[src/design/blled_pkg.sv]
// Shared types and constants for the battery low-level event detector.
// No dependencies.
`timescale 1ns / 1ps
`default_nettype none

package blled_pkg;

    localparam int CODE_W = 14;
    localparam int CV_W   = 9;
    localparam int MIN_W  = 14;
    localparam int EV_W   = 2;
    localparam int CMP_W  = 11;
    localparam int PROD_W = 21;

    typedef logic [CODE_W-1:0]        t_code;
    typedef logic [CV_W-1:0]          t_cv;
    typedef logic [MIN_W-1:0]         t_min;
    typedef logic [EV_W-1:0]          t_event;
    typedef logic signed [CMP_W-1:0]  t_cmp;

    // (code * 125) >> 12 gives centivolts
    localparam logic [PROD_W-1:0] CV_SCALE = PROD_W'(125);
    localparam int                CV_SHIFT = 12;

    localparam t_cmp BAND_CV       = CMP_W'(20);
    localparam t_min NONE_CV       = MIN_W'(9999);
    localparam t_cv  THR_RESET     = CV_W'(350);
    localparam logic [1:0] QUAL_FIRE = 2'd3;

    localparam t_event EV_NONE  = 2'd0;
    localparam t_event EV_LVL1  = 2'd1;
    localparam t_event EV_LVL2  = 2'd2;
    localparam t_event EV_PSAVE = 2'd3;

endpackage

`default_nettype wire

[src/design/battery_low_level_event_detector_unit.sv]
// Battery low-level event detector, top level.
// Depends on blled_pkg.
`timescale 1ns / 1ps
`default_nettype none

// Accepts one 14-bit battery ADC code per cycle, one item per clock, unless
// stalled; returns one result per code: the voltage in centivolts, any
// low-battery event that the reading raises, and the lowest nonzero voltage
// seen since reset. A code passes the input register, then the result
// register; the scaling multiply, band compares and state update are
// combinational between them. The user writes the threshold register through
// i_cfg_we / i_cfg_wdata while no requests are in flight; block does not check.
module battery_low_level_event_detector_unit
    import blled_pkg::*;
(
    input  wire          i_clk,
    input  wire          i_rst_n,
    input  wire          i_cfg_we,
    input  wire t_cv     i_cfg_wdata,
    input  wire          i_in_valid,
    output logic         o_in_stall,
    input  wire t_code   i_adc_code,
    output logic         o_out_valid,
    input  wire          i_out_stall,
    output t_cv          o_voltage_cv,
    output t_event       o_event_code,
    output t_min         o_min_voltage_cv
);

    t_cv        r_thr;
    logic       r_in_valid;
    t_code      r_code;
    logic       r_out_valid;
    t_cv        r_volt;
    t_event     r_event;
    t_min       r_min_out;

    t_min       r_min, n_min;
    t_min       r_trig, n_trig;
    logic [1:0] r_qcnt, n_qcnt;
    logic       r_l1_sent, n_l1_sent;
    logic       r_l2_sent, n_l2_sent;
    logic       r_ps_sent, n_ps_sent;
    t_event     n_event;

    logic              out_free;
    logic              adv;
    logic              in_acc;
    logic [PROD_W-1:0] prod;
    t_cv               volt;
    t_cmp              vs;
    t_cmp              thr_s;
    t_cmp              thr_hi;
    t_cmp              thr_lo;
    logic              qualify;

    assign out_free   = !r_out_valid || !i_out_stall;
    assign adv        = r_in_valid && out_free;
    assign o_in_stall = r_in_valid && !out_free;
    assign in_acc     = i_in_valid && !o_in_stall;

    assign prod   = PROD_W'(r_code) * CV_SCALE;
    assign volt   = prod[CV_SHIFT +: CV_W];
    assign vs     = t_cmp'({2'b00, volt});
    assign thr_s  = t_cmp'({2'b00, r_thr});
    assign thr_hi = thr_s + BAND_CV;
    assign thr_lo = thr_s - BAND_CV;
    assign qualify = (vs <= thr_hi) && (MIN_W'(volt) < r_trig);

    always_comb begin
        n_min     = r_min;
        n_trig    = r_trig;
        n_qcnt    = r_qcnt;
        n_l1_sent = r_l1_sent;
        n_l2_sent = r_l2_sent;
        n_ps_sent = r_ps_sent;
        n_event   = EV_NONE;

        if (volt != '0 && MIN_W'(volt) < r_min) begin
            n_min = MIN_W'(volt);
        end

        if (qualify) begin
            if (r_qcnt == QUAL_FIRE) begin
                // bands are checked in order; a sent event raises nothing
                priority if (!r_l1_sent && vs < thr_hi && vs >= thr_s) begin
                    n_event   = EV_LVL1;
                    n_l1_sent = 1'b1;
                end else if (!r_l2_sent && vs < thr_s && vs > thr_lo) begin
                    n_event   = EV_LVL2;
                    n_l2_sent = 1'b1;
                end else if (!r_ps_sent && vs < thr_lo) begin
                    n_event   = EV_PSAVE;
                    n_ps_sent = 1'b1;
                end else begin
                    // outside every band, or its event already sent
                    n_event = EV_NONE;
                end
                n_qcnt = '0;
                n_trig = MIN_W'(volt);
            end else begin
                n_qcnt = r_qcnt + 2'd1;
            end
        end else begin
            n_qcnt = '0;
        end
    end

    always_ff @(posedge i_clk) begin
        if (!i_rst_n) begin
            r_thr       <= THR_RESET;
            r_in_valid  <= 1'b0;
            r_out_valid <= 1'b0;
            r_min       <= NONE_CV;
            r_trig      <= NONE_CV;
            r_qcnt      <= '0;
            r_l1_sent   <= 1'b0;
            r_l2_sent   <= 1'b0;
            r_ps_sent   <= 1'b0;
        end else begin
            if (i_cfg_we) begin
                r_thr <= i_cfg_wdata;
            end
            if (in_acc) begin
                r_in_valid <= 1'b1;
            end else if (adv) begin
                r_in_valid <= 1'b0;
            end
            if (adv) begin
                r_out_valid <= 1'b1;
                r_min       <= n_min;
                r_trig      <= n_trig;
                r_qcnt      <= n_qcnt;
                r_l1_sent   <= n_l1_sent;
                r_l2_sent   <= n_l2_sent;
                r_ps_sent   <= n_ps_sent;
            end else if (out_free) begin
                r_out_valid <= 1'b0;
            end
        end
    end

    // payload registers: load on accept / advance, hold otherwise
    always_ff @(posedge i_clk) begin
        if (in_acc) begin
            r_code <= i_adc_code;
        end
        if (adv) begin
            r_volt    <= volt;
            r_event   <= n_event;
            r_min_out <= n_min;
        end
    end

    assign o_out_valid      = r_out_valid;
    assign o_voltage_cv     = r_volt;
    assign o_event_code     = r_event;
    assign o_min_voltage_cv = r_min_out;

    a_fire_on_count: assert property (@(posedge i_clk) disable iff (!i_rst_n)
        (adv && n_event != EV_NONE) |-> (r_qcnt == QUAL_FIRE && qualify))
        else $error("event raised without four qualifying readings");

    a_lvl1_once: assert property (@(posedge i_clk) disable iff (!i_rst_n)
        (adv && n_event == EV_LVL1) |=> (r_l1_sent && !$past(r_l1_sent)))
        else $error("level1 event raised twice");

    a_min_nonzero: assert property (@(posedge i_clk) disable iff (!i_rst_n)
        o_out_valid |-> (o_min_voltage_cv != '0))
        else $error("minimum voltage reported as zero");

    a_stall_needs_item: assert property (@(posedge i_clk) disable iff (!i_rst_n)
        o_in_stall |-> (r_in_valid && r_out_valid && i_out_stall))
        else $error("input stalled with no request held");

endmodule

`default_nettype wire
[config.mk]
export PLATFORM = sky130hd
export DESIGN_NAME = battery_low_level_event_detector_unit
export DESIGN_NICKNAME = d
export VERILOG_FILES = /design/src/design/blled_pkg.sv /design/src/design/battery_low_level_event_detector_unit.sv
export SDC_FILE = /design/constraint.sdc
export NUM_CORES = 1
export LEC_CHECK = 0
export BUFFER_PORTS_ARGS = -buffer_cell sky130_fd_sc_hd__buf_2
export CAP_MARGIN = 20
export CORE_ASPECT_RATIO = 1.75
export CORE_MARGIN = 2
export CORE_UTILIZATION = 40
export DETAILED_ROUTE_END_ITERATION = 7
export SYNTH_ARGS = -nofsm -noshare
export SYNTH_HDL_FRONTEND = slang
export SYNTH_SLANG_ARGS = --single-unit
[constraint.sdc]
create_clock -name i_clk -period 7.1 [get_ports i_clk]
set_input_delay 0.355 -clock i_clk [delete_from_list [all_inputs] [get_ports i_clk]]
set_output_delay 0.355 -clock i_clk [all_outputs]
set_load 0.05 [all_outputs]
# [Yosys cells after proc, flatten, opt, wreduce, memory -nomap -nowiden]
# Index checks and enable logic that the tools add are counted.
[word_totals] reg_bits=81 input_bits=28 word_cells=68
[op_classes] n_addsub=3 n_mul=1 order_cmp=8 n_eq_ne=1 mux=10 n_bitwise=4 reduce_logical=27
[op_table] cell="9-bit by 14-bit < comparator with 1-bit output" count=2
[op_table] cell="14-bit by 7-bit multiplier with 21-bit output (second input constant)" count=1
[op_table] cell="14-bit two-way mux" count=1
[op_table] cell="9-bit by 5-bit adder with 10-bit output (second input constant)" count=1
[op_table] cell="10-bit greater-than comparator" count=1
[op_table] cell="9-bit by 10-bit less-or-equal comparator with 1-bit output" count=1
[op_table] cell="1-bit logical AND" count=10
[op_table] cell="10-bit < comparator" count=1
[op_table] cell="9-bit by 10-bit < comparator with 1-bit output" count=1
[op_table] cell="9-bit by 5-bit subtractor with 10-bit output (second input constant)" count=1
[op_table] cell="9-bit greater-or-equal comparator" count=1
[op_table] cell="9-bit < comparator" count=1
[op_table] cell="9-bit nonzero test" count=1
[op_table] cell="2-bit two-way mux" count=4
[op_table] cell="1-bit logical NOT" count=7
[op_table] cell="6-bit AND reduction" count=1
[op_table] cell="1-bit two-way mux" count=5
[op_table] cell="5-bit AND reduction" count=1
[op_table] cell="1-bit NOT" count=4
[op_table] cell="4-bit AND reduction" count=1
[op_table] cell="2-bit nonzero test" count=2
[op_table] cell="3-bit AND reduction" count=1
[op_table] cell="3-bit OR reduction" count=1
[op_table] cell="2-bit by 1-bit adder with 2-bit output (second input constant)" count=1
[op_table] cell="other kinds (3)" count=3

# [Logic depth before layout (Yosys ltp)]
# Gate-level depths: netlist (run 1).
[logic_depth] ltp_word=7 depth_mapped=29 ltp_nobuf=26

# [Worst setup path before layout (run 1)]
# OpenSTA, ideal clock, no wires.
[synth_path] path_kind="register -> register" startpoint="register r_code[8]" endpoint="register r_trig[3]" setup_ns=0.130 arrival_time_ns=6.513 required_time_ns=6.970 setup_slack_ns=0.458 path_stages_with_launch=28 path_buffers=1 cell_sequence="edfxtp_1 > inv_1 > fa_1 > fa_1 > inv_1 > fa_1 > inv_1 > fa_1 > inv_1 > ha_1 > and4_1 > o21ai_0 > a21boi_0 > o21a_1 > nor2_1 > xnor2_1 > ha_1 > nand2_1 > a21oi_1 > nand3_1 > o2bb2ai_1 > o31a_1 > o311a_1 > a311oi_4 > nand3_4 > buf_6 > mux2i_1 > nand2_1"
[synth_between] elab_chain_cells=4 elab_cells_between_ends=5 cone_classes="mul (1); order compare (2); reduce/logical (2)"
[synth_rtl] item="start, declared" line_no="battery_low_level_event_detector_unit.sv:32" rtl="t_code r_code;"
[synth_rtl] item="start signal, assigned" line_no="battery_low_level_event_detector_unit.sv:146" rtl="r_code <= i_adc_code;"
[synth_rtl] item="14-bit by 7-bit multiplier with 21-bit output (*)" line_no="battery_low_level_event_detector_unit.sv:62" rtl="assign prod = PROD_W'(r_code) * CV_SCALE;"
[synth_rtl] item="named net prod[17]" line_no="battery_low_level_event_detector_unit.sv:49" rtl="logic [PROD_W-1:0] prod;"
[synth_rtl] item="9-bit by 14-bit < comparator with 1-bit output or 9-bit by 10-bit less-or-equal comparator with 1-bit output (tied branches)" line_no="battery_low_level_event_detector_unit.sv:68" rtl="assign qualify = (vs <= thr_hi) && (MIN_W'(volt) < r_trig);"
[synth_rtl] item="1-bit logical AND (*)" line_no="battery_low_level_event_detector_unit.sv:68"
[synth_rtl] item="3-bit AND reduction (no source line) (*)"
[synth_rtl] item="end signal, assigned" line_no="battery_low_level_event_detector_unit.sv:132" rtl="r_trig <= n_trig;"
[synth_rtl] item="end, declared" line_no="battery_low_level_event_detector_unit.sv:39" rtl="t_min r_trig, n_trig;"
# The timed path passes the listed nets; every way through them passes the cells marked *.
# A chain may end at the register's enable or synchronous reset.

# [Worst setup path after layout (run 1)]
[layout_path] startpoint="register r_code[5]" endpoint="register r_ps_sent"
[layout_between] elab_chain_cells=6 elab_cells_between_ends=17 cone_classes="mul (1); order compare (7); bitwise (2); reduce/logical (7)"
[layout_rtl] item="14-bit by 7-bit multiplier with 21-bit output (*)" line_no="battery_low_level_event_detector_unit.sv:62"
[layout_rtl] item="named net prod[13]" line_no="battery_low_level_event_detector_unit.sv:49"
[layout_rtl] item="9-bit by 10-bit < comparator with 1-bit output or 9-bit < comparator (tied branches)" line_no="battery_low_level_event_detector_unit.sv:86, battery_low_level_event_detector_unit.sv:89"
[layout_rtl] item="1-bit logical AND, on equally long branches (2 in a row)" line_no="battery_low_level_event_detector_unit.sv:86, battery_low_level_event_detector_unit.sv:89"
[layout_rtl] item="1-bit NOT (no source line)"
[layout_rtl] item="6-bit AND reduction (no source line) (*)"
[layout_rtl] item="end signal, assigned" line_no="battery_low_level_event_detector_unit.sv:136" rtl="r_ps_sent <= n_ps_sent;"
[layout_rtl] item="end, declared" line_no="battery_low_level_event_detector_unit.sv:43" rtl="logic r_ps_sent, n_ps_sent;"
# Marked as above.

==> results.md, run 1 <==
- The flow ran to the end, and the final reports show no timing, DRC or antenna violations.
- The portion of the post-synthesis area used by sequential elements is 29.3%.
- Buffers inserted to repair hold after CTS numbered 0.
- The highest cell delay on the worst timing path is 0.54 ns.
- By area, the combinational part of the netlist is dominated by adder cells.
- The number of synthesis warnings is 0.
- Derived from the worst setup path, the maximum achievable clock frequency is 147 MHz.
- In the final layout, flip-flops and latches occupy between 1500 and 2000 um^2.
- Synthesis produced a netlist with a net count of 813.
- The endpoint of the most critical register-to-register path is r_ps_sent$_SDFFE_PN0P_.
- The number of max-cap violations is 0.
- In this run the worst setup path begins at r_code[5]$_DFFE_PP_.
- The proportion of synthesized flip-flops having asynchronous set or reset is 0%.
- The number of port buffers is 54.
- The count of antenna-violating nets left after detailed routing is 0.
- Of the available clock period, the critical path in the final layout requires 96.0%.
- Synthesis produced 667 cells.
- Clock tree synthesis found a total of 79 sinks.
- The area share of the largest cell type after synthesis is 17.4%.
- The startpoint of the most critical register-to-register path is r_code[5]$_DFFE_PP_.
- The final layout contains 925 nets.
- Of the cells placed in the final design, the portion with a size suffix greater than 1 is 23.9%.
- The repair_antennas step left the layout with diodes totalling 0.
- The combined global-route utilization of all metal layers is 20.9%.
- The critical path in this run is classified as reg2reg.
- The routed layout has roughly 5400 vias.
- The via count of the first global-routing pass is about 5800.
- The internal reg-to-reg setup slack is 0.28 ns.
- The startpoint type of the worst setup path is a flip-flop.
- The count of unique library cells instantiated by Yosys is 86.
- The estimated wirelength of the detail-placed design is 14.2 mm.
- For the finished layout, the period the worst path requires is 6.82 ns.
- The library cell with the largest summed area after synthesis is sky130_fd_sc_hd__edfxtp_1.
- The worst register-to-register path has a depth of 27.
- Setup violations remaining at the end of the flow were counted as 0.
- The I/O pin count is 55.
- Clock skew on the completed layout was measured at 0.00723 ns.
- The synthesized netlist devotes roughly 13% of its cell area to simple gates.
- In this run the worst setup path terminates at r_ps_sent$_SDFFE_PN0P_.
- Dividing the detail-routed via count by the number of cells gives ~5.3.
- The class of the most critical hold timing path is in2reg.
- The last weighted congestion value of the routability-driven placer is around 0.90.
- In the synthesized netlist, mux cells make up 3.10% of the area.
- Compared with the post-synthesis result, the final layout area differs by 21.1%.
- The number of pins with negative max-slew slack in the final report is 0.
- The family with the most delay on the worst path is adder cells.
- The final hold violation count came to 0.
- The multi-input gate area in the final layout is 4450 um^2.
- The cell with the most instances on the worst path is sky130_fd_sc_hd__fa_1.
- STA puts the critical path data required time at about 7.4 ns.
- In this run the worst path has a maximum fanout of 5.
- The kind of end point of the critical path is a flip-flop.
- The region available for standard cell placement spans 16400 um^2.
- The number of buffers inserted during clock tree synthesis is 9.
- The die is slightly above 100 um wide.
- Synthesis inferred between 70 and 80 register bits.
- STA puts the critical path data arrival time at approximately 7.1 ns.
- The area of the die is 17900 um^2.
- The cell area after synthesis is 6740 um^2.
- The adder-cell area share of the yosys netlist is between 20% and 30%.
- Ranked by total cell area, the synthesized netlist is headed by sky130_fd_sc_hd__edfxtp_1 (17%), sky130_fd_sc_hd__ha_1 (14%), sky130_fd_sc_hd__fa_1 (13%), sky130_fd_sc_hd__dfxtp_1 (12%), sky130_fd_sc_hd__inv_1 (5.5%).
- On the final layout, the worst hold slack is around 0.18 ns.
- The CTS H-tree depth is 3.
- For this run, design rule violations remaining after detail routing come to 0.
- The number of fill cells is 1567.
- A synthesized cell averages 10.1 um^2.
- The starting utilization of the core area is 41.0%.
- The cell with the biggest individual delay on the critical path is sky130_fd_sc_hd__fa_1.
- The CTS tree is done.
- After clock tree synthesis, the clock-pin slew on the worst setup and hold paths is 0.07 ns.
- The combined buffer and inverter count along the critical path is 5.
- The pin count of the biggest net entering global routing is 25.
- After floorplanning, the core was divided into 62 placement rows.
- The headroom to the max-slew limit is about 53%.
- The starting DRC count in detailed routing is ~260.
- For the worst-skew pair, the clock arrives at the later sink with an insertion delay of 0.34 ns.
- The longest clock path from root to sink contains 2 buffers.
- The initial antenna violation count is 0.
- The wire length per cell after detailed routing is 17.8 um.
- The first global-routing pass estimated 29.0 mm of wire.
- In this run the vertical extent of the chip is 176 um.
- The fraction of synthesized cell area in xor and xnor cells is 3.66%.
- The root buffer cell chosen for the clock tree is sky130_fd_sc_hd__clkbuf_16.
- In the synthesized netlist the dominant register cell turns out to be sky130_fd_sc_hd__dfxtp_1.
- The first-pass iteration count of the detailed router is 5.
- In this run the number of cells on the critical path is 27.
- The area fraction in compound gates after synthesis is roughly 17%.
- After global routing the overflow that remains totals 0.
- At the pin with the least slew margin, the transition time is 0.710 ns.
- The number of flops mapped to enable cells by yosys is 39.
- The wire length after detailed routing is 17.9 mm.
final cells by class:
type / instances / share of cell area (%)
multi-input cells: 473 / 54.6
flip-flops and latches: 79 / 24.2
repair buffers: 115 / 9.12
inverters: 101 / 4.77
well taps: 224 / 3.44
clock buffers: 10 / 2.81
clock inverters: 6 / 1.13
how the worst min path moves through the flow:
stage	from	to	slack, ns	cells past startpoint
6_report	i_adc_code[6]	r_code[6]$_DFFE_PP_	0.18	1
3_3_place_gp	r_l2_sent$_SDFFE_PN0P_	r_l2_sent$_SDFFE_PN0P_	0.43	2
3_5_place_dp	r_l2_sent$_SDFFE_PN0P_	r_l2_sent$_SDFFE_PN0P_	0.44	2
4_1_cts	i_adc_code[6]	r_code[6]$_DFFE_PP_	0.17	1
2_1_floorplan	r_l2_sent$_SDFFE_PN0P_	r_l2_sent$_SDFFE_PN0P_	0.41	2
5_1_grt	i_adc_code[6]	r_code[6]$_DFFE_PP_	0.18	1
repair_timing:
| item | CTS | global route |
|---|---|---|
| setup endpoints to repair | 13 | 35 |
| resized for setup | 5 | 28 |
| pin swaps | 2 | 16 |
| setup buffers | 0 | 23 |
| cloned | 1 | 0 |
metrics by stage:
stage | utilization [%] | cells | instance area (um^2) | setup TNS [ns] | setup slack (ns)
4_1_cts | 47.6 | 985 | 7830 | 0 | 0.0243
3_3_place_gp | 45.6 | 968 | 7490 | -0.00454 | -0.00454
6_report | 49.6 | 1008 | 8160 | 0 | 0.284
5_1_grt | 49.6 | 1008 | 8160 | -0.102 | -0.0379
2_1_floorplan | - | 667 | 6740 | 0 | 0.458
3_5_place_dp | 45.6 | 968 | 7490 | -0.757 | -0.105
state kept, by name, indices dropped and copies added, names as in the netlist, 2 cells and up:
name,count
r_thr,9
r_code,14
o_voltage_cv,9
r_min,14
o_event_code,2
r_trig,10
o_min_voltage_cv,14
r_qcnt,2
cells in the final DEF, fill, tap and decap left out, types with 4 or more instances in the layout:
master,synthesis,routed
sky130_fd_sc_hd__a22o_1,4,4
sky130_fd_sc_hd__and2_1,10,10
sky130_fd_sc_hd__a221o_1,4,4
sky130_fd_sc_hd__o21a_1,12,12
sky130_fd_sc_hd__buf_2,4,54
sky130_fd_sc_hd__edfxtp_1,39,39
sky130_fd_sc_hd__inv_4,0,4
sky130_fd_sc_hd__mux2i_1,13,13
sky130_fd_sc_hd__nand3b_1,4,4
sky130_fd_sc_hd__and4_1,4,4
sky130_fd_sc_hd__fa_1,45,45
sky130_fd_sc_hd__a21oi_2,1,4
sky130_fd_sc_hd__nand2b_1,6,5
sky130_fd_sc_hd__o211ai_1,14,14
sky130_fd_sc_hd__nor3_1,11,11
sky130_fd_sc_hd__ha_4,0,4
sky130_fd_sc_hd__mux2_2,5,5
sky130_fd_sc_hd__clkbuf_16,0,9
sky130_fd_sc_hd__nand3_1,13,13
sky130_fd_sc_hd__dfxtp_1,40,40
sky130_fd_sc_hd__inv_2,2,5
sky130_fd_sc_hd__o21ai_0,21,20
sky130_fd_sc_hd__a21o_1,11,11
sky130_fd_sc_hd__and3_1,7,6
sky130_fd_sc_hd__ha_1,73,68
sky130_fd_sc_hd__buf_4,2,59
sky130_fd_sc_hd__xnor2_1,18,18
sky130_fd_sc_hd__inv_1,98,91
sky130_fd_sc_hd__nand2_1,48,46
sky130_fd_sc_hd__a21oi_1,22,19
sky130_fd_sc_hd__nor2_1,38,38
Yosys cell counts, types with 3 or more instances:
cell / instances
sky130_fd_sc_hd__mux2_2: 5
sky130_fd_sc_hd__nor2_1: 38
sky130_fd_sc_hd__ha_1: 73
sky130_fd_sc_hd__nand2b_1: 6
sky130_fd_sc_hd__inv_1: 98
sky130_fd_sc_hd__nand4_1: 3
sky130_fd_sc_hd__o2111ai_1: 3
sky130_fd_sc_hd__buf_2: 4
sky130_fd_sc_hd__xnor2_1: 18
sky130_fd_sc_hd__edfxtp_1: 39
sky130_fd_sc_hd__a31oi_1: 3
sky130_fd_sc_hd__a21o_1: 11
sky130_fd_sc_hd__maj3_1: 3
sky130_fd_sc_hd__o211ai_1: 14
sky130_fd_sc_hd__and4_1: 4
sky130_fd_sc_hd__nand4b_1: 3
sky130_fd_sc_hd__nor3_1: 11
sky130_fd_sc_hd__a22o_1: 4
sky130_fd_sc_hd__o21bai_1: 3
sky130_fd_sc_hd__a311oi_4: 3
sky130_fd_sc_hd__dfxtp_1: 40
sky130_fd_sc_hd__o21a_1: 12
sky130_fd_sc_hd__and2_1: 10
sky130_fd_sc_hd__a21oi_1: 22
sky130_fd_sc_hd__nand3b_1: 4
sky130_fd_sc_hd__mux2i_1: 13
sky130_fd_sc_hd__and3_1: 7
sky130_fd_sc_hd__o21ai_0: 21
sky130_fd_sc_hd__nand3_1: 13
sky130_fd_sc_hd__a221o_1: 4
sky130_fd_sc_hd__xor2_1: 3
sky130_fd_sc_hd__nand2_1: 48
sky130_fd_sc_hd__clkbuf_1: 8
sky130_fd_sc_hd__fa_1: 45
sky130_fd_sc_hd__nor4b_1: 3
sky130_fd_sc_hd__a211oi_1: 5
logic make-up (layout without fill, tap and decap cells):
| kind of cell | count (synthesis) | count (layout) |
|---|---|---|
| mux | 19 | 19 |
| fa+ha+maj | 122 | 122 |
| flops | 79 | 79 |
| simple gates | 166 | 167 |
| compound gates | 141 | 141 |
| xor+xnor | 24 | 24 |
| buf+inv | 116 | 232 |
per-layer routing:
| layer | global-route usage (%) | routed length (um) | up-vias |
|---|---|---|---|
| met2 | 40.7 | 10200 | 119 |
| met3 | 2.27 | 400 | 47 |
| met4 | 10.9 | 874 | 0 |
| met5 | 0 | 0 | - |
| li1 | - | - | 2576 |
| met1 | 20.7 | 6390 | 2629 |
Power of run 1 is left out: the tool's default activity adds up to more than one toggle a clock period on the data nets, which glitch-free logic cannot reach.
==> run 2, diff against run 1 <==
- ABC_AREA: not set -> 1
==> run 2 against run 1 <==
  * Worst setup slack better by 0.81 ns
  * Flip-flop and latch count unchanged
  * Hold slack gained 0.0016 ns
==> results.md, run 2 <==
- The number of buffers inserted during clock tree synthesis is 9 (unchanged).
- The portion of the post-synthesis area used by sequential elements came to 28.9% (-0.37 points).
- The estimated wirelength of the detail-placed design is 14.2 mm (+0.28%).
- The starting utilization of the core area is 40.6% (-0.33 points).
- The post-route DRC violation count is 0 (unchanged).
- The tightest hold margin is 0.185 ns (+0.00160 ns).
- The area of the core is 16800 um^2 (+2.1%).
- The number of placement rows is 63 (+1.6%).
- The number of max-cap violations is 0 (unchanged).
- The first-pass GRT wire length was 27.9 mm (-3.9%).
- The share of final-layout standard cells stronger than drive strength 1 was 13.2% (-11 points).
- The pin count of the biggest net entering global routing is 34 (+36%).
- The horizontal die dimension is 103 um (+0.61%).
- The wire length after detailed routing came to 17.1 mm (-4.4%).
- The required time of the critical path is 7.34 ns (-0.05 ns).
- The area share of the largest cell type after synthesis came to 17.2% (-0.22 points).
- The count of antenna-violating nets left after detailed routing came to 0 (unchanged).
- The final hold violation count is 0 (unchanged).
- The largest total area in the synthesized netlist belongs to sky130_fd_sc_hd__edfxtp_1.
- The CTS H-tree depth is 3 (unchanged).
- The cell area after synthesis came to 6820 um^2 (+1.3%).
- The library cell used most frequently in the layout, excluding fill and tap cells, is sky130_fd_sc_hd__nand2_1.
- The worst-case clock skew was 0.0131 ns (+0.00591 ns).
- The first-pass iteration count of the detailed router came to 4 (-1).
- The simple-gate portion of the synthesized area came to 24.9% (+12 points).
- The vias after detailed routing is 5480 (+2.0%).
- The number of synthesis warnings is 0 (unchanged).
- The height of the chip came to 177 um (+0.62%).
- The number of cells upsized or downsized after cts is 0 (-5).
- The latest clock arrival within the worst-skew pair is 0.35 ns (about the same).
- The starting DRC count in detailed routing is 164 (-37%).
- The multi-input gate area in the final layout is 4080 um^2 (-8.3%).
- Ranked by instance count, the synthesized netlist is headed by sky130_fd_sc_hd__nand2_1 (192), sky130_fd_sc_hd__inv_1 (187), sky130_fd_sc_hd__ha_1 (73).
- Setup repair after global routing left no endpoint under its margin.
- The mean instance size in the synthesized netlist is 8.04 um^2 (-20%).
- The proportion of synthesized flip-flops having asynchronous set or reset is 0% (unchanged).
- The wire length per cell after detailed routing came to 15.0 um (-15%).
- In the synthesized netlist the dominant register cell turns out to be sky130_fd_sc_hd__dfxtp_1.
- sky130_fd_sc_hd__nand2_1 is the most common cell in the netlist.
- The highest cell delay on the worst timing path is 0.52 ns (-0.02 ns).
- The count of buffers added by post-CTS timing repair for setup is 0 (unchanged).
- The worst-margin pin slew is 0.806 ns (+0.0964 ns).
- The fraction of synthesized cell area in xor and xnor cells is 1.67% (-2.0 points).
- The synthesized netlist cell count was 848 (+27%).
- The post-layout minimum cycle time is 6.00 ns (-0.812 ns).
- STA classifies the critical path endpoint as a flip-flop.
- By area the synthesized netlist is led by sky130_fd_sc_hd__edfxtp_1 (17%), sky130_fd_sc_hd__ha_1 (13%), sky130_fd_sc_hd__fa_1 (13%), sky130_fd_sc_hd__dfxtp_1 (12%), sky130_fd_sc_hd__nand2_1 (11%).
- The start-to-end type of the worst setup path is reg2reg.
- The number of pins with negative max-slew slack in the final report came to 0 (unchanged).
- By area, the combinational part of the netlist is dominated by adder cells.
- The area fraction in compound gates after synthesis came to 6.62% (-10 points).
- The count of nets after finishing came to 1053 (+14%).
- The area of the die is 18200 um^2 (+1.2%).
- Compared with the post-synthesis result, the final layout area differs by 12.0%.
- The count of unique library cells instantiated by Yosys was 41 (-52%).
- The summed negative setup slack over all endpoints was 0 ns (unchanged).
- The setup-violating endpoint count in the final report is 0 (unchanged).
- The startpoint type of the worst setup path is a flip-flop.
- The adder-cell area share of the yosys netlist was 26.6% (-0.95 points).
- The initial antenna violation count is 0 (unchanged).
- The via count of the first global-routing pass came to 5686 (-1.3%).
- The I/O pin count is 55 (unchanged).
- The number of port buffers is 54 (unchanged).
- The flip-flop and latch area is 1970 um^2 (unchanged).
- The maximum clock insertion buffer count is 2 (unchanged).
- The global-route congestion overflow total was 0 (unchanged).
- The maximum fanout count along the critical path came to 10 (+5).
- The share of synthesized area spent on multiplexers is 0% (-3.1 points).
- TritonCTS built the clock tree.
- The number of flops mapped to enable cells by yosys was 39 (unchanged).
- The run finished with clean final reports.
- The slowest stage of the critical path is the sky130_fd_sc_hd__fa_1 cell.
- The antenna diode count is 0 (unchanged).
- The synthesized netlist net count is 994 (+22%).
- The last weighted congestion value of the routability-driven placer was 0.923 (+2.4%).
- The flip-flop and latch count after synthesis is 79 (unchanged).
- The library cell used as clock root buffer is sky130_fd_sc_hd__clkbuf_16.
- The cell with the most instances on the worst path is sky130_fd_sc_hd__inv_1.
- The routed via count divided by cell count is 4.81 (-9.7%).
- The combined global-route utilization of all metal layers is 20.5% (-0.33 points).
- The hold buffer count at CTS is 0 (unchanged).
- The post-route worst setup slack was 1.10 ns (+0.812 ns).
- The clock slew seen by the registers of the worst setup and hold paths came to 0.06 ns (about the same).
- In the layout the commonest cells are sky130_fd_sc_hd__nand2_1 (192), sky130_fd_sc_hd__inv_1 (187), sky130_fd_sc_hd__ha_1 (73).
- The post-route clock period utilization is 84.6% (-11 points).
- The data arrival time at the worst-slack endpoint came to 6.25 ns (-0.86 ns).
- The number of fill cells is 1716 (+9.5%).
- The highest clock frequency the design can meet came to 167 MHz (+14%).
- The post-placement setup slack came to 1.04 ns (+1.15 ns).
- In this run the worst hold path is classified as in2reg.
- The number of clock sinks seen by CTS is 79 (unchanged).
- The headroom to the max-slew limit is 46.2% (-6.4 points).
==> run 2: cell types whose count changed after synthesis, moves of 13 or more <==
cell,change
sky130_fd_sc_hd__xnor2_1,-17
sky130_fd_sc_hd__mux2i_1,-13
sky130_fd_sc_hd__nand2_1,+144
sky130_fd_sc_hd__inv_1,+89
sky130_fd_sc_hd__a21oi_1,+22
sky130_fd_sc_hd__nand3_1,+50
sky130_fd_sc_hd__o211ai_1,-14
==> run 2: cells by family (layout without fill, tap and decap cells) <==
group	after synthesis	after routing
compound gates	82	82
flops	79	79
fa+ha+maj	118	118
xor+xnor	13	13
buf+inv	200	264
simple gates	356	356
==> run 2: per-layer routing <==
layer / wire (um) / global-route usage (%)
met4: 1030 / 11.8
met5: 0 / 0
met1: 5820 / 20.1
met3: 489 / 3.04
met2: 9780 / 39.2
==> run 2: layout make-up <==
type                       instances  share of cell area (%)
multi-input combinational        569                    53.5
sequential                        79                    25.8
inverter                         191                    9.39
timing repair buffer              57                    3.83
tap                              227                    3.72
clock buffer                      11                    3.05
clock inverter                     5                   0.737
==> run 2: worst paths after layout <==
path / slack [ns] / end / from / cells after the start
setup / recovery: 1.10 / r_trig[6]$_SDFFE_PN0P_ / r_code[9]$_DFFE_PP_ / 29
hold reg to reg: 0.46 / r_l2_sent$_SDFFE_PN0P_ / r_l2_sent$_SDFFE_PN0P_ / 2
setup reg to reg: 1.10 / r_trig[6]$_SDFFE_PN0P_ / r_code[9]$_DFFE_PP_ / 29
hold / removal: 0.19 / r_code[0]$_DFFE_PP_ / i_adc_code[0] / 1
==> run 2: metrics by stage <==
step / cells / util (%) / cell area (um^2)
after floorplan: 848 / - / 6820
after global placement: 1123 / 43.8 / 7350
after detailed placement: 1123 / 43.8 / 7350
after CTS: 1139 / 45.5 / 7640
after global routing: 1139 / 45.5 / 7640
final: 1139 / 45.5 / 7640
==> run 2: critical path: cells and delay by family, from the launching register on <==
kind | cells | cell delay [ns]
buffers and inverters | 6 | 0.51
AND/OR/NAND/NOR | 15 | 1.91
adder cells (fa/ha/maj) | 6 | 2.74
flip-flops | 1 | 0.44
AO/OA/AOI/OAI | 2 | 0.29
Power of run 2 is left out for the same reason.
==> run 3, diff against run 2 <==
- clock period: 7.1 -> 5.1 ns (I/O delays scaled with it)
==> run 3 against run 2 <==
  * The flow now finishes with violations (negative setup slack)
  * Die area unchanged
  * Cell area up 25%
  * Core utilization up 12 points
  * Critical path depth unchanged
  * Worst setup slack got worse by 1.4 ns
  * Sequential share of layout area shrank 5.2 points
==> results.md, run 3 (synthesis results as in run 2) <==
- The antenna diode count is 0 (unchanged).
- The met1 track demand over resource in global routing is 21.6% (+1.5 points).
- The CTS tree is done.
- The global-route congestion overflow total was 0 (unchanged).
- The estimated wirelength of the detail-placed design is 14.6 mm (+2.4%).
- The maximum clock insertion buffer count is 2 (unchanged).
- The first-pass GRT wire length came to 30.0 mm (+7.6%).
- The starting DRC count in detailed routing is 169 (+3.0%).
- The worst-margin pin slew was 0.884 ns (+0.0772 ns).
- In this run the most used layer during global routing was met2.
- The headroom to the max-slew limit is 41.0% (-5.2 points).
- The number of max-cap violations is 0 (unchanged).
- The final hold violation count is 0 (unchanged).
- The number of fill cells is 1543 (-10%).
- The count of non-filler cells in the finished layout came to 1275 (+12%).
- The height of the chip is 177 um (unchanged).
- The endpoint of the most critical register-to-register path is r_l2_sent$_SDFFE_PN0P_.
- The cell with the biggest individual delay on the critical path is sky130_fd_sc_hd__fa_1.
- The pin count of the biggest net entering global routing is 35 (+2.9%).
- Setup repair after global routing could not meet its margin everywhere.
- The latest clock arrival within the worst-skew pair is 0.36 ns (about the same).
- The horizontal die dimension is 103 um (unchanged).
- The post-route clock period utilization is 106% (+21 points).
- The via count of the first global-routing pass is 6270 (+10%).
- The area of the die is 18200 um^2 (unchanged).
- The tightest hold margin is 0.0729 ns (-0.112 ns).
- The hold buffer count at CTS is 0 (unchanged).
- The clock slew seen by the registers of the worst setup and hold paths is 0.07 ns (about the same).
- The vias after detailed routing is 6171 (+13%).
- The number of cells on the worst reg-to-reg path was 29 (unchanged).
- The highest clock frequency the design can meet came to 186 MHz (+11%).
- The number of pins with negative max-slew slack in the final report is 0 (unchanged).
- The number of cells after detailed placement is 1221 (+8.7%).
- Among cell families on the critical path, the largest total delay comes from adder cells.
- The count of cells along the worst hold path is 1 (unchanged).
- The I/O pin count is 55 (unchanged).
- The met3 global-route usage is 2.61% (-0.43 points).
- The combined buffer and inverter count along the critical path is 5 (-1).
- The startpoint identified for the worst hold timing path is i_adc_code[5].
- The routed via count divided by cell count is 4.84 (+0.60%).
- The worst setup path is launched from a flip-flop.
- The number of buffers inserted during clock tree synthesis is 9 (unchanged).
- Relative to the synthesized area, the layout overhead comes to 40.4%.
- The internal reg-to-reg setup slack was -0.29 ns (-1.38 ns).
- The data arrival time at the worst-slack endpoint is 5.67 ns (-0.58 ns).
- The post-route DRC violation count is 0 (unchanged).
- The initial antenna violation count came to 0 (unchanged).
- The area of the core is 16800 um^2 (unchanged).
- The highest cell delay on the worst timing path came to 0.56 ns (+0.04 ns).
- The number of clock sinks seen by CTS was 79 (unchanged).
- The worst hold path belongs to the class in2reg.
- The number of placement rows was 63 (unchanged).
- The endpoint with the worst hold slack is r_code[5]$_DFFE_PP_.
- The setup path with the least slack is of type reg2reg.
- The wire length after detailed routing came to 19.0 mm (+11%).
- The global-route met2 utilization is 42.2% (+3.1 points).
- The wire length per cell after detailed routing was 14.9 um (-0.98%).
- The count of nets after finishing came to 1189 (+13%).
- The starting utilization of the core area is 40.6% (unchanged).
- The post-layout minimum cycle time is 5.39 ns (-0.617 ns).
- The CTS H-tree depth is 3 (unchanged).
- The last weighted congestion value of the routability-driven placer is 0.956 (+3.5%).
- The final reports fail on negative setup slack.
- The worst-case clock skew is 0.00980 ns (-0.00334 ns).
- The top cell types in the final layout, fill and taps aside, are sky130_fd_sc_hd__inv_1 (161), sky130_fd_sc_hd__nand2_1 (137), sky130_fd_sc_hd__buf_4 (121).
- The combined global-route utilization of all metal layers is 21.9% (+1.3 points).
- The count of antenna-violating nets left after detailed routing is 0 (unchanged).
- The flow ran to the end, but the final reports show violations.
- The required time of the critical path was 5.38 ns (-1.96 ns).
- The maximum fanout count along the critical path is 3 (-7).
- The post-route worst setup slack came to -0.287 ns (-1.38 ns).
- The worst register-to-register path begins at r_code[2]$_DFFE_PP_.
- The first-pass iteration count of the detailed router is 4 (unchanged).
- The share of final-layout standard cells stronger than drive strength 1 is 38.1% (+25 points).
- The setup-violating endpoint count in the final report is 45 (+45).
- The library cell used as clock root buffer is sky130_fd_sc_hd__clkbuf_16.
- The number of port buffers is 54 (unchanged).
- The worst setup path is captured at a flip-flop.
- The leading cell type in the layout, fill and taps excluded is sky130_fd_sc_hd__inv_1.
-- run 3: repair_timing --
action	in CTS	in global routing
gates cloned	2	0
pin swaps	65	54
setup buffers	20	19
resized for setup	103	83
setup endpoints to repair	45	45
-- run 3: cell type report --
cell class	instances	area, um^2	area share (%)
clock buffer	9	225	2.35
timing repair buffer	192	1420	14.8
clock inverter	7	77.6	0.810
tap	227	284	2.96
sequential	79	1970	20.6
inverter	191	719	7.51
multi-input combinational	570	4880	50.9
-- run 3: worst register-to-register path: cells and delay by family (launching register included) --
family	cells	cell delay (ns)
AO/OA/AOI/OAI	4	0.56
buffers and inverters	5	0.54
AND/OR/NAND/NOR	14	1.18
adder cells (fa/ha/maj)	6	2.60
flip-flops	1	0.44
-- run 3: how the worst max path moves through the flow --
stage / cells past startpoint / to / slack, ns / startpoint
5_1_grt: 31 / r_l2_sent$_SDFFE_PN0P_ / -0.60 / r_code[2]$_DFFE_PP_
6_report: 29 / r_l2_sent$_SDFFE_PN0P_ / -0.29 / r_code[2]$_DFFE_PP_
3_5_place_dp: 27 / r_l2_sent$_SDFFE_PN0P_ / -0.55 / r_code[1]$_DFFE_PP_
4_1_cts: 27 / r_l1_sent$_SDFFE_PN0P_ / -0.20 / r_code[6]$_DFFE_PP_
3_3_place_gp: 27 / r_ps_sent$_SDFFE_PN0P_ / -0.54 / r_code[1]$_DFFE_PP_
2_1_floorplan: 32 / r_trig[6]$_SDFFE_PN0P_ / 0.004 / r_code[8]$_DFFE_PP_
-- run 3: stage by stage --
step / setup slack (ns) / cell area, um^2 / utilization (%) / setup TNS [ns]
CTS: -0.202 / 9100 / 54.2 / -5.98
floorplan: 0.00353 / 6870 / - / 0
detailed placement: -0.554 / 8170 / 48.6 / -13.61
global route: -0.600 / 9580 / 57.1 / -17.96
finish: -0.287 / 9580 / 57.1 / -7.70
global placement: -0.539 / 8170 / 48.6 / -13.77
-- run 3: metal layers --
layer | share of wire [%] | vias to the layer above | wire, um
met1 | 35 | 2937 | 6550
met4 | 5.5 | 0 | 1050
li1 | - | 3075 | -
met5 | 0 | - | 0
met3 | 1.8 | 56 | 347
met2 | 58 | 103 | 11000
Power of run 3 is left out for the same reason.
